$ cat config.mk
export PLATFORM = sky130hd
export DESIGN_NAME = r2fft_ctrl
export DESIGN_NICKNAME = d
export VERILOG_FILES = /design/src/hw/rtl/radix2_complex_fft_assert.svh /design/src/hw/rtl/r2fft_pkg.sv /design/src/hw/rtl/r2fft_ctrl.sv
export SDC_FILE = /design/constraint.sdc
export NUM_CORES = 1
export LEC_CHECK = 0
export ABC_AREA = 1
export ABC_CLOCK_PERIOD_IN_PS = 5100
export BUFFER_PORTS_ARGS = -buffer_cell sky130_fd_sc_hd__buf_4
export CORE_ASPECT_RATIO = 2
export CORE_MARGIN = 2
export CORE_UTILIZATION = 38
export DETAILED_ROUTE_END_ITERATION = 10
export GPL_ROUTABILITY_DRIVEN = 0
export PLACE_DENSITY = 0.52
export SYNTH_ARGS = -nofsm -noshare
export SYNTH_HDL_FRONTEND = slang
export SYNTH_SLANG_ARGS = --single-unit
$ cat constraint.sdc
create_clock -name clk -period 5.1 [get_ports clk]
set_clock_uncertainty 0.15 [all_clocks]
set_input_delay 1.02 -clock clk [delete_from_list [all_inputs] [get_ports clk]]
set_output_delay 1.02 -clock clk [all_outputs]
set_load 0.02 [all_outputs]
$ cat src/hw/rtl/radix2_complex_fft_assert.svh
// ----------------------------------------------------------------------------
// Radix-2 FFT assertion macros
// Shared concurrent check macros; clocked on clk, disabled during rst_n low.
// ----------------------------------------------------------------------------
`ifndef RADIX2_COMPLEX_FFT_ASSERT_SVH
`define RADIX2_COMPLEX_FFT_ASSERT_SVH
`ifndef ASSERT_OFF
// same-cycle implication
`define R2F_ASSERT_IMP(lbl, a, b) \
  lbl: assert property (@(posedge clk) disable iff (!rst_n) (a) |-> (b)) \
    else $error("r2fft check failed");
// next-cycle implication
`define R2F_ASSERT_NXT(lbl, a, b) \
  lbl: assert property (@(posedge clk) disable iff (!rst_n) (a) |=> (b)) \
    else $error("r2fft check failed");
`else
`define R2F_ASSERT_IMP(lbl, a, b)
`define R2F_ASSERT_NXT(lbl, a, b)
`endif
`endif

$ cat src/hw/rtl/r2fft_pkg.sv
// ----------------------------------------------------------------------------
// Radix-2 FFT package
// Sizes, request types, command struct, state codes and the twiddle table.
// ----------------------------------------------------------------------------
package r2fft_pkg;

  localparam int LOG2_MAX_LENGTH = 10;
  localparam int SAMPLE_BITS     = 16;
  localparam int MAX_LENGTH      = 1 << LOG2_MAX_LENGTH;
  localparam int HALF_MAX        = MAX_LENGTH >> 1;
  localparam int ADDR_BITS       = LOG2_MAX_LENGTH;
  localparam int CNT_BITS        = LOG2_MAX_LENGTH + 1;
  localparam int TW_IDX_BITS     = LOG2_MAX_LENGTH - 1;
  localparam int TW_BITS         = 17;
  localparam int DATA_BITS       = 32;
  localparam int LG_BITS         = 4;
  localparam int CFG_BITS        = 4;
  localparam int CFG_IDX_BITS    = 2;
  localparam int PROD_BITS       = DATA_BITS + TW_BITS + 1;

  // register indexes
  localparam logic [CFG_IDX_BITS-1:0] REG_INVERSE   = 2'd0;
  localparam logic [CFG_IDX_BITS-1:0] REG_CENTER_DC = 2'd1;
  localparam logic [CFG_IDX_BITS-1:0] REG_LOG2_LEN  = 2'd2;

  localparam logic [LG_BITS-1:0] LG_MIN   = LG_BITS'(1);
  localparam logic [LG_BITS-1:0] LG_MAX   = LG_BITS'(LOG2_MAX_LENGTH);
  localparam logic [LG_BITS-1:0] LG_RESET = LG_BITS'(10);

  localparam logic FUNC_PUSH = 1'b0;
  localparam logic FUNC_PULL = 1'b1;

  typedef struct packed {
    logic                          func;
    logic signed [SAMPLE_BITS-1:0] sample_real;
    logic signed [SAMPLE_BITS-1:0] sample_imag;
  } in_item_t;

  typedef struct packed {
    logic signed [DATA_BITS-1:0] result_real;
    logic signed [DATA_BITS-1:0] result_imag;
    logic [ADDR_BITS-1:0]        bin_index;
    logic                        last_bin;
    logic                        empty_res;
  } out_item_t;

  typedef enum logic [1:0] {OP_BFLY, OP_SWAP, OP_SCALE} op_t;
  typedef enum logic [1:0] {MODE_NORMAL, MODE_FIRST, MODE_LAST} mode_t;
  typedef enum logic [1:0] {PH_REV, PH_BFLY, PH_SCALE} phase_t;
  typedef enum logic [2:0] {
    ST_IDLE, ST_PULL, ST_SEL, ST_RD, ST_MUL, ST_TW, ST_WA, ST_WB
  } state_t;

  // controller to datapath commands
  typedef struct packed {
    logic                   ld_en;
    logic                   rd_en;
    logic                   mul_en;
    logic                   t_en;
    logic                   wr_a;
    logic                   wr_b;
    logic                   out_load;
    logic                   out_empty;
    logic                   out_last;
    op_t                    op;
    mode_t                  mode;
    logic                   inverse;
    logic [LG_BITS-1:0]     lg;
    logic [ADDR_BITS-1:0]   addr_a;
    logic [ADDR_BITS-1:0]   addr_b;
    logic [TW_IDX_BITS-1:0] tw_idx;
  } cmd_t;

  typedef logic signed [TW_BITS-1:0] tw_val_t;
  typedef tw_val_t tw_rom_t [HALF_MAX];

  // Twiddle table in Q2.15, built from Q30 half-angle rotations.
  function automatic tw_rom_t build_tw(input logic want_sin);
    longint          bc [LOG2_MAX_LENGTH];
    longint          bs [LOG2_MAX_LENGTH];
    longint unsigned x, r, bt, ch, num, rem, q;
    longint          c, s, nc, ns;
    int              top;
    tw_rom_t         rom;
    top = LOG2_MAX_LENGTH - 2;
    if (top >= 0) begin
      bc[top] = 0;
      bs[top] = longint'(1) << 30;
      for (int b = top; b > 0; b--) begin
        // integer square root
        x  = longint'((longint'(1) << 30) + bc[b]) << 29;
        r  = 0;
        bt = longint'(1) << 62;
        for (int k = 0; k < 32; k++) begin
          if (x >= r + bt) begin
            x = x - (r + bt);
            r = (r >> 1) + bt;
          end else begin
            r = r >> 1;
          end
          bt = bt >> 2;
        end
        ch = r;
        // rounded quotient by long division
        num = (longint'(bs[b]) << 29) + (ch >> 1);
        rem = 0;
        q   = 0;
        for (int k = 63; k >= 0; k--) begin
          rem = (rem << 1) | ((num >> k) & 1);
          if (rem >= ch) begin
            rem = rem - ch;
            q   = q | (longint'(1) << k);
          end
        end
        bc[b-1] = longint'(ch);
        bs[b-1] = longint'(q);
      end
    end
    for (int k = 0; k < HALF_MAX; k++) begin
      c = longint'(1) << 30;
      s = 0;
      for (int b = 0; b <= top; b++) begin
        if (((k >> b) & 1) != 0) begin
          nc = (c * bc[b] - s * bs[b] + (longint'(1) << 29)) >>> 30;
          ns = (c * bs[b] + s * bc[b] + (longint'(1) << 29)) >>> 30;
          c  = nc;
          s  = ns;
        end
      end
      if (want_sin) rom[k] = tw_val_t'((s + 16384) >>> 15);
      else          rom[k] = tw_val_t'((c + 16384) >>> 15);
    end
    return rom;
  endfunction

endpackage

$ cat src/hw/rtl/r2fft_ctrl.sv
// ----------------------------------------------------------------------------
// Radix-2 FFT controller
// Configuration, load and read pointers, transform sequencer, handshakes.
// ----------------------------------------------------------------------------
module r2fft_ctrl (
  input  logic                                clk,
  input  logic                                rst_n,
  input  logic                                in_valid,
  output logic                                in_stall,
  input  logic                                in_func,
  output logic                                out_valid,
  input  logic                                out_stall,
  input  logic                                cfg_wr_en,
  input  logic [r2fft_pkg::CFG_IDX_BITS-1:0]  cfg_index,
  input  logic [r2fft_pkg::CFG_BITS-1:0]      cfg_wdata,
  output r2fft_pkg::cmd_t                     cmd
);
  import r2fft_pkg::*;

  state_t                state_r, state_nxt;
  phase_t                phase_r, phase_nxt;
  logic                  inverse_r, center_r;
  logic [LG_BITS-1:0]    lg_r;
  logic [CNT_BITS-1:0]   load_r, load_nxt, rp_r, rp_nxt, i_r, i_nxt;
  logic [CNT_BITS-2:0]   m_r, m_nxt;
  logic [LG_BITS-1:0]    s_r, s_nxt;
  logic                  ready_r, ready_nxt, out_valid_r;

  logic [LG_BITS-1:0]    lg_act;
  logic [CNT_BITS-1:0]   n_w, half_w, istep, i_step_sum, m_inc, ld_inc, p_inc;
  logic [ADDR_BITS-1:0]  rv_full, rev, tw_sh;
  logic                  rev_gt, i_end, s_done, in_acc, pull_last;

  // length in use
  always_comb begin
    if (lg_r < LG_MIN)      lg_act = LG_MIN;
    else if (lg_r > LG_MAX) lg_act = LG_MAX;
    else                    lg_act = lg_r;
  end

  // loop arithmetic
  always_comb begin
    n_w        = CNT_BITS'(1) << lg_act;
    half_w     = CNT_BITS'(1) << (s_r - LG_BITS'(1));
    istep      = half_w << 1;
    i_step_sum = i_r + istep;
    m_inc      = {1'b0, m_r} + CNT_BITS'(1);
    ld_inc     = load_r + CNT_BITS'(1);
    p_inc      = {1'b0, rp_r[ADDR_BITS-1:0]} + CNT_BITS'(1);
    pull_last  = p_inc >= n_w;
    for (int b = 0; b < ADDR_BITS; b++) rv_full[b] = i_r[ADDR_BITS-1-b];
    rev        = rv_full >> (LG_BITS'(ADDR_BITS) - lg_act);
    rev_gt     = {1'b0, rev} > i_r;
    i_end      = i_r == n_w;
    s_done     = s_r > lg_act;
    tw_sh      = m_r << (LG_BITS'(ADDR_BITS) - s_r);
    in_acc     = in_valid & ~in_stall;
  end

  assign in_stall  = (state_r != ST_IDLE) | (out_valid_r & (in_func == FUNC_PULL));
  assign out_valid = out_valid_r;

  // counter updates
  always_comb begin
    load_nxt  = load_r;
    rp_nxt    = rp_r;
    i_nxt     = i_r;
    m_nxt     = m_r;
    s_nxt     = s_r;
    phase_nxt = phase_r;
    ready_nxt = ready_r;
    case (state_r)
      ST_IDLE: begin
        if (in_acc && in_func == FUNC_PUSH && !ready_r) begin
          if (ld_inc >= n_w) begin
            load_nxt  = '0;
            phase_nxt = PH_REV;
            i_nxt     = '0;
          end else begin
            load_nxt  = ld_inc;
          end
        end
      end
      ST_PULL: begin
        if (pull_last) begin
          ready_nxt = 1'b0;
          rp_nxt    = '0;
        end else begin
          rp_nxt    = p_inc;
        end
      end
      ST_SEL: begin
        case (phase_r)
          PH_REV: begin
            if (i_end) begin
              phase_nxt = PH_BFLY;
              s_nxt     = LG_BITS'(1);
              m_nxt     = '0;
              i_nxt     = '0;
            end else if (!rev_gt) begin
              i_nxt     = i_r + CNT_BITS'(1);
            end
          end
          PH_BFLY: begin
            if (s_done) begin
              if (inverse_r) begin
                phase_nxt = PH_SCALE;
                i_nxt     = '0;
              end else begin
                ready_nxt = 1'b1;
                rp_nxt    = '0;
              end
            end
          end
          default: begin
            if (i_end) begin
              ready_nxt = 1'b1;
              rp_nxt    = '0;
            end
          end
        endcase
      end
      ST_WA: begin
        if (phase_r == PH_SCALE) i_nxt = i_r + CNT_BITS'(1);
      end
      ST_WB: begin
        if (phase_r == PH_BFLY) begin
          if (i_step_sum < n_w) begin
            i_nxt = i_step_sum;
          end else if (m_inc < half_w) begin
            m_nxt = m_inc[CNT_BITS-2:0];
            i_nxt = m_inc;
          end else begin
            s_nxt = s_r + LG_BITS'(1);
            m_nxt = '0;
            i_nxt = '0;
          end
        end else begin
          i_nxt = i_r + CNT_BITS'(1);
        end
      end
      default: ;
    endcase
  end

  // next state
  always_comb begin
    state_nxt = state_r;
    case (state_r)
      ST_IDLE: begin
        if (in_acc && in_func == FUNC_PULL && ready_r)
          state_nxt = ST_PULL;
        else if (in_acc && in_func == FUNC_PUSH && !ready_r && ld_inc >= n_w)
          state_nxt = ST_SEL;
      end
      ST_PULL: state_nxt = ST_IDLE;
      ST_SEL: begin
        case (phase_r)
          PH_REV:  state_nxt = (!i_end && rev_gt) ? ST_RD : ST_SEL;
          PH_BFLY: state_nxt = !s_done ? ST_RD : (inverse_r ? ST_SEL : ST_IDLE);
          default: state_nxt = i_end ? ST_IDLE : ST_RD;
        endcase
      end
      ST_RD:  state_nxt = ST_MUL;
      ST_MUL: state_nxt = ST_TW;
      ST_TW:  state_nxt = ST_WA;
      ST_WA:  state_nxt = (phase_r == PH_SCALE) ? ST_SEL : ST_WB;
      ST_WB:  state_nxt = ST_SEL;
      default: state_nxt = ST_IDLE;
    endcase
  end

  // command outputs
  always_comb begin
    cmd           = '0;
    cmd.inverse   = inverse_r;
    cmd.lg        = lg_act;
    cmd.tw_idx    = tw_sh[TW_IDX_BITS-1:0];
    cmd.out_last  = pull_last;
    cmd.mode      = MODE_NORMAL;
    if (phase_r == PH_BFLY && center_r) begin
      if (s_r == lg_act)            cmd.mode = MODE_LAST;
      else if (s_r == LG_BITS'(1))  cmd.mode = MODE_FIRST;
    end
    case (phase_r)
      PH_REV:   cmd.op = OP_SWAP;
      PH_SCALE: cmd.op = OP_SCALE;
      default:  cmd.op = OP_BFLY;
    endcase
    cmd.addr_a = i_r[ADDR_BITS-1:0];
    case (phase_r)
      PH_REV:  cmd.addr_b = rev;
      default: cmd.addr_b = ADDR_BITS'(i_r + half_w);
    endcase
    case (state_r)
      ST_IDLE: begin
        if (in_func == FUNC_PUSH) begin
          cmd.addr_a = load_r[ADDR_BITS-1:0];
          cmd.ld_en  = in_acc & ~ready_r;
        end else begin
          cmd.addr_a    = rp_r[ADDR_BITS-1:0];
          cmd.rd_en     = in_acc & ready_r;
          cmd.out_load  = in_acc & ~ready_r;
          cmd.out_empty = 1'b1;
        end
      end
      ST_PULL: begin
        cmd.addr_a   = rp_r[ADDR_BITS-1:0];
        cmd.out_load = 1'b1;
      end
      ST_RD:  cmd.rd_en  = 1'b1;
      ST_MUL: cmd.mul_en = 1'b1;
      ST_TW:  cmd.t_en   = 1'b1;
      ST_WA:  cmd.wr_a   = 1'b1;
      ST_WB:  cmd.wr_b   = 1'b1;
      default: ;
    endcase
  end

  // registers
  always_ff @(posedge clk) begin
    if (!rst_n) begin
      state_r     <= ST_IDLE;
      phase_r     <= PH_REV;
      inverse_r   <= 1'b0;
      center_r    <= 1'b0;
      lg_r        <= LG_RESET;
      load_r      <= '0;
      rp_r        <= '0;
      i_r         <= '0;
      m_r         <= '0;
      s_r         <= LG_BITS'(1);
      ready_r     <= 1'b0;
      out_valid_r <= 1'b0;
    end else begin
      state_r     <= state_nxt;
      phase_r     <= phase_nxt;
      load_r      <= load_nxt;
      rp_r        <= rp_nxt;
      i_r         <= i_nxt;
      m_r         <= m_nxt;
      s_r         <= s_nxt;
      ready_r     <= ready_nxt;
      out_valid_r <= cmd.out_load | (out_valid_r & out_stall);
      if (cfg_wr_en) begin
        case (cfg_index)
          REG_INVERSE:   inverse_r <= cfg_wdata[0];
          REG_CENTER_DC: center_r  <= cfg_wdata[0];
          REG_LOG2_LEN:  lg_r      <= cfg_wdata[LG_BITS-1:0];
          default: ;
        endcase
      end
    end
  end

endmodule

-- Word level (Yosys, flattened, before mapping)
Cells that the tools add are included.
W data, S select, Z words.
- register bits after elaboration: 59
- bits in latches: 0
- memory bits (writable): 0
- ROM bits: 0
- input bits: 12
- memories: 0
- $add $sub $neg: 10
- multipliers: 0
- div/mod/pow operators: 0
- order comparisons: 8
- eq/ne operators: 32
- shift operators: 4
- multiplexer cells: 73
- bitwise gates (word level): 10
- reduce and logical (&&, ||, !) cells: 27
- operator list (operator ; number):
    $mux W11 ; 11
    $mux W10 ; 11
    $pmux W10 S2 ; 4
    $pmux W11 S4 ; 1
    $mux W4 ; 7
    $pmux W3 S8 ; 1
    $add A10 B1 Y11 const B ; 2
    $add A11 B1 Y11 const B ; 2
    $ge A11 B11 Y1 ; 2
    $lt A11 B11 Y1 ; 2
    $mux W2 ; 11
    $pmux W11 S2 ; 1
    $shl A1 B4 Y11 const A ; 2
    $ne A3 B3 Y1 const B ; 7
    $ne A2 B2 Y1 const B ; 10
    $pmux W2 S2 ; 4
    $mux W1 ; 14
    $eq A3 B3 Y1 const B ; 4
    $reduce_and A6 Y1 ; 2
    $add A11 B11 Y11 ; 1
    $eq A11 B11 Y1 ; 1
    $gt A10 B11 Y1 ; 1
    $add A10 B10 Y10 ; 1
    $reduce_and A5 Y1 ; 2
    other kinds (31) ; 60

-- Logic depth before layout (Yosys ltp)
- depth after elaboration: 10
- depth in mapped cells: 36

-- Least setup slack after synthesis
Ideal clock, no wire load.
- kind: flip-flop to flip-flop
- start: reg s_r[0]
- end: reg m_r[9]
- arrival: 3.936 ns
- data required time: 4.833 ns
- setup slack: 0.896 ns
- cell stages (with the launch flop): 28
- period minus slack after synthesis: 4.204 ns
- cells stage by stage: dfxtp_1 > buf_2 > inv_2 > ha_1 > inv_1 > nand2_1 > nand2_2 > inv_2 > nor3_1 > ha_1 > inv_1 > o21ai_0 > a221oi_1 > nand3_1 > and2_1 > ha_1 > nand2_1 > nor2_1 > a211oi_1 > nand3_1 > nor2_1 > inv_1 > o211ai_1 > nor2_1 > buf_4 > buf_6 > o21ai_1 > a21oi_1
- cells in the longest elaborated chain, start to end: 7
- elaborated cells on any way between the ends: 11
- those cells by class: add/sub: 2; order compare: 2; eq/ne: 1; shift: 1; mux: 4; reduce/logical: 1
- ends and longest elaborated chain (element ; RTL line ; text):
    from (decl) ; r2fft_ctrl.sv:26 ; logic [LG_BITS-1:0] s_r, s_nxt;
    from (signal assigned) ; r2fft_ctrl.sv:242 ; s_r <= s_nxt;
    $sub A4 B1 Y4 (*) ; r2fft_ctrl.sv:44 ; half_w = CNT_BITS'(1) << (s_r - LG_BITS'(1));
    $shl A1 B4 Y11 (*) ; r2fft_ctrl.sv:44 ;
    parallel branches: the longest is 5 deep, another holds $add A11 B11 Y11 ; - ;
    to (signal assigned) ; r2fft_ctrl.sv:241 ; m_r <= m_nxt;
    to (decl) ; r2fft_ctrl.sv:25 ; logic [CNT_BITS-2:0] m_r, m_nxt;
Mark *: on every way between the ends. The select of a mux whose other input is x is not followed.
A chain may end at the register's enable or synchronous reset.

==> impl.org <==
** Hold path
- Worst Hold Path Cells :: 2
- Capture endpoint of the worst hold path :: load_r[9]$_SDFFE_PN0P_
- Source of the worst hold timing path :: load_r[9]$_SDFFE_PN0P_
- Classification of the worst-slack hold path :: flop to flop

** Logic synthesis
- Post-Synthesis Cell Area :: about 7300 um^2
- Synthesized instance count :: approximately 1200
- The number of nets in the synthesized netlist is between 1000 and 1500.
- In the synthesized netlist the async set-or-reset flop fraction comes to 0%.
- The synthesized design contains 0 enable-type register cells.
- Yosys Warn Count :: 0
- Distinct cell type count of the synthesized netlist :: 46
- Sequential elements use about 16% of the synthesized area.
- In the synthesized netlist the dominant register cell turns out to be sky130_fd_sc_hd__dfxtp_1.
- Number of register bits inferred by synthesis :: 59
- Post-Syn Area per Cell :: 5.96 um^2

** Routing
- 1st-pass router iterations :: 5
- Dividing the detail-routed wire length by the instance count gives 18.3 um.
- Count of nets left with antenna violations after detail routing :: 0
- Using the TritonRoute via totals, the vias-per-cell ratio works out to 5.36.
- In the routed design, unresolved DRC markers number 0.
- Detailed routing inserted a total of roughly 8300 vias.
- Drt initial violations :: 420
- The final layout contains routed wiring with a total length of approximately 28 mm.

** STA
- Across all setup checks in the final design, the least slack found is roughly 0.38 ns.
- Of the available clock period, the critical path in the final layout requires 92.6%.
- Max-slew headroom :: a little over two fifths
- The number of hold violations in the final report came to 0.
- Highest achievable clock rate :: ~210 MHz
- Final critical delay including setup and external delays :: ~4.7 ns
- The count of final max-slew check failures came to 0.
- Sum Neg Setup Slack :: 0 ns
- Pin slew with the least headroom to its limit :: between 0.8 and 0.9 ns
- Count of endpoints failing setup in the final report :: 0
- RSZ-0062 raised after global routing :: no

** Die
- Starting Density :: between 30% and 40%
- Full die area :: a little over 20000 um^2
- The floorplan has 71 rows.
- 61 I/O pins were placed.
- Vert. Die Dim :: 200 um
- Floorplan core area :: 18800 um^2
- The die is a little over 100 um wide.

** Power
- Logic gate share of total power :: roughly a quarter
- The clock network accounts for between 40% and 50% of the total power.
- Net switching is between 30% and 40% of the power.
- Internal power of the cells :: ~1.1 mW
- Across the VDD grid, the largest voltage drop is ~0.14 mV.
- For this design the ratio of total power to cell area is approximately 190 nW/um^2.
- Of the total power, registers draw around 30%.
- For this design the total switching power over the nets is 0.554 mW.
- After layout, the design draws a total of 1.62 mW.
- The analysis attributes to cell leakage a power of ~4.1 nW.

** Layout
- Diode count :: 0
- Post-Layout Inst Area :: 8420 um^2
- The net count of the finished layout is 1384.
- Fin util :: between 40% and 50%
- Leaving out fill and tap cells, the most frequent cell in the layout is sky130_fd_sc_hd__nand2_1.
- Leaving out fill and tap cells, the most frequent cells in the layout are 308 x sky130_fd_sc_hd__nand2_1, 155 x sky130_fd_sc_hd__inv_1, 109 x sky130_fd_sc_hd__nor2_1, 95 x sky130_fd_sc_hd__a21oi_1, 87 x sky130_fd_sc_hd__ha_1.
- Layout Area Growth over Synthesis :: 15.2%
- Of the cells placed in the final design, the portion with a size suffix greater than 1 is 11.1%.

** Critical path
- Worst reg-to-reg setup slack :: between 0.5 and 0.6 ns
- Type of the worst setup path :: flop to primary output
- The endpoint identified for the worst register-to-register timing path is i_r[10]$_SDFFE_PN0P_.
- For the worst setup path, the data required time is between 3 and 4 ns.
- Startpoint of the lowest-slack register-to-register path :: lg_r[3]$_SDFFE_PN1P_
- Along the worst path, the maximum fanout reaches 19.
- STA classifies the critical path endpoint as a primary output.
- R2R depth :: 19
- Crit path launch :: lg_r[3]$_SDFFE_PN1P_
- Critical Path AT :: around 3.6 ns
- STA classifies the critical path startpoint as a flop.

** Job
- Across the run, the number of max-cap violations was 0.

** Clocking
- The clock reaches the later pin of the worst-skew pair after ~0.35 ns.
- The root buffer cell chosen for the clock tree is sky130_fd_sc_hd__clkbuf_16.
- Clock Pin Slew Worst Setup and Hold Paths :: about 0.06 ns
- H-tree depth :: 3
- Clock tree synthesis inserted a total of 9 buffers.
- The clock passes through at most 2 buffers.
- Clock tree from TritonCTS :: yes
- Counting every sink on the clock net gives 59.

** Run status
- Run status :: completed

** GRT
- First-pass GRT wire length :: 44.0 mm
- Combined global-route utilization of all metal layers :: about 28%
- Entering global routing, the biggest net connects 31 pins.
- Number of global-route vias before repair :: ~8300
- After global routing the overflow that remains totals 0.
- Antenna violations before repair :: 0

** Placement
- The HPWL after detailed placement is 23.2 mm.
- Port Buffer Count :: 60
- Pre-CTS setup slack :: about 0.38 ns
- Placed cell area :: between 8000 and 9000 um^2
[stage by stage]
stage / cells / hold WS, ns
global route: 1544 / 0.352
CTS: 1544 / 0.323
finish: 1544 / 0.327
global placement: 1529 / 0.311
floorplan: 1228 / 0.295
detailed placement: 1529 / 0.315
[worst max path at each step]
stage,slack [ns],cells after the start,endpoint
after floorplan,0.90,27,m_r[9]$_SDFFE_PN0P_
after global placement,0.48,29,s_r[3]$_SDFFE_PN0P_
after detailed placement,0.38,27,s_r[0]$_SDFFE_PN1P_
after CTS,0.34,27,s_r[0]$_SDFFE_PN1P_
after global routing,0.10,32,s_r[3]$_SDFFE_PN0P_
final,0.38,11,cmd[38]
[logic make-up after synthesis]
group,synth area share [%]
buffers and inverters,11.7
XOR/XNOR,4.91
flip-flops,16.2
adder cells (fa/ha/maj),14.9
AND/OR/NAND/NOR,33.8
AO/OA/AOI/OAI,18.6
[registers in the layout (all words and copies together), names as in the netlist, 2 cells and up]
register / count
phase_r: 2
i_r: 11
s_r: 4
rp_r: 10
m_r: 10
load_r: 11
state_r: 3
lg_r: 4
[worst max-delay path, stage by stage, from the launching register on]
cell                       delay (ns)
sky130_fd_sc_hd__dfxtp_1         0.62
sky130_fd_sc_hd__inv_2           0.18
sky130_fd_sc_hd__o21ai_2         0.20
sky130_fd_sc_hd__buf_4           0.25
sky130_fd_sc_hd__ha_1            0.26
sky130_fd_sc_hd__nand2_1         0.26
sky130_fd_sc_hd__ha_1            0.41
sky130_fd_sc_hd__a21oi_1         0.14
sky130_fd_sc_hd__o21ai_0         0.10
sky130_fd_sc_hd__a221oi_1        0.30
sky130_fd_sc_hd__nand2_1         0.26
sky130_fd_sc_hd__buf_4           0.24
[per-layer routing]
metal | GRT usage (%) | share of wire, % | vias to the layer above
met2 | 55.4 | 56 | 210
met5 | 0 | 0 | -
met4 | 17.0 | 6.8 | 0
li1 | - | - | 4183
met3 | 3.04 | 3.1 | 103
met1 | 26.3 | 34 | 3785
[repair_timing]
item / 4_1_cts / 5_1_grt
buffers inserted: 0 / 0
endpoints found under the setup margin: 0 / 22
hold buffers: 0 / 0
gates resized for setup: 0 / 4
[power groups by stage]
stage / Clock, mW / Sequential [mW] / Combinational (mW)
2_1_floorplan: 0 / 0.497 / 0.282
3_3_place_gp: 0 / 0.503 / 0.427
3_5_place_dp: 0 / 0.503 / 0.428
4_1_cts: 0.703 / 0.493 / 0.430
5_1_grt: 0.722 / 0.496 / 0.478
6_report: 0.698 / 0.493 / 0.430
[cell type report]
type                            count  area [um^2]
Inverter                          181          679
Clock inverter                      4         73.8
Timing Repair Buffer               83          623
Sequential cell                    59         1180
Fill cell                        2120        10400
Clock buffer                       11          253
Tap cell                          255          319
Multi-Input combinational cell    951         5290
[Yosys cell counts (2+ instances only)]
cell type                  number  area share, %
sky130_fd_sc_hd__a21oi_1       96            6.6
sky130_fd_sc_hd__a221oi_1       5           0.60
sky130_fd_sc_hd__ha_1          87             15
sky130_fd_sc_hd__or2_1          2           0.17
sky130_fd_sc_hd__dfxtp_1       59             16
sky130_fd_sc_hd__nor2_1       110            5.6
sky130_fd_sc_hd__nor2_4         4           0.62
sky130_fd_sc_hd__nor3_1        31            2.1
sky130_fd_sc_hd__xor2_1        39            4.7
sky130_fd_sc_hd__o21bai_1       2           0.21
sky130_fd_sc_hd__inv_2         24            1.2
sky130_fd_sc_hd__nand3_1       72            4.9
sky130_fd_sc_hd__xnor2_1        2           0.24
sky130_fd_sc_hd__o21ai_0       64            4.4
sky130_fd_sc_hd__a211oi_1       5           0.51
sky130_fd_sc_hd__o22ai_1        3           0.26
sky130_fd_sc_hd__and2_1         4           0.34
sky130_fd_sc_hd__o221ai_1      10            1.2
sky130_fd_sc_hd__clkinv_1       2           0.10
sky130_fd_sc_hd__clkbuf_1      25            1.3
sky130_fd_sc_hd__nor2_2         3           0.26
sky130_fd_sc_hd__o211ai_1       6           0.62
sky130_fd_sc_hd__nor4_1         9           0.77
sky130_fd_sc_hd__nand2_1      308             16
sky130_fd_sc_hd__buf_2          6           0.41
sky130_fd_sc_hd__inv_1        155            8.0
sky130_fd_sc_hd__nand4_1       23            2.0
sky130_fd_sc_hd__and3_1         2           0.17
sky130_fd_sc_hd__o21ai_1       36            2.5
sky130_fd_sc_hd__nand2_2        6           0.51
sky130_fd_sc_hd__a31oi_1        8           0.68
sky130_fd_sc_hd__a21boi_1       2           0.21
sky130_fd_sc_hd__buf_4          5           0.51
Note: power is estimated with default switching activity, not from simulation.
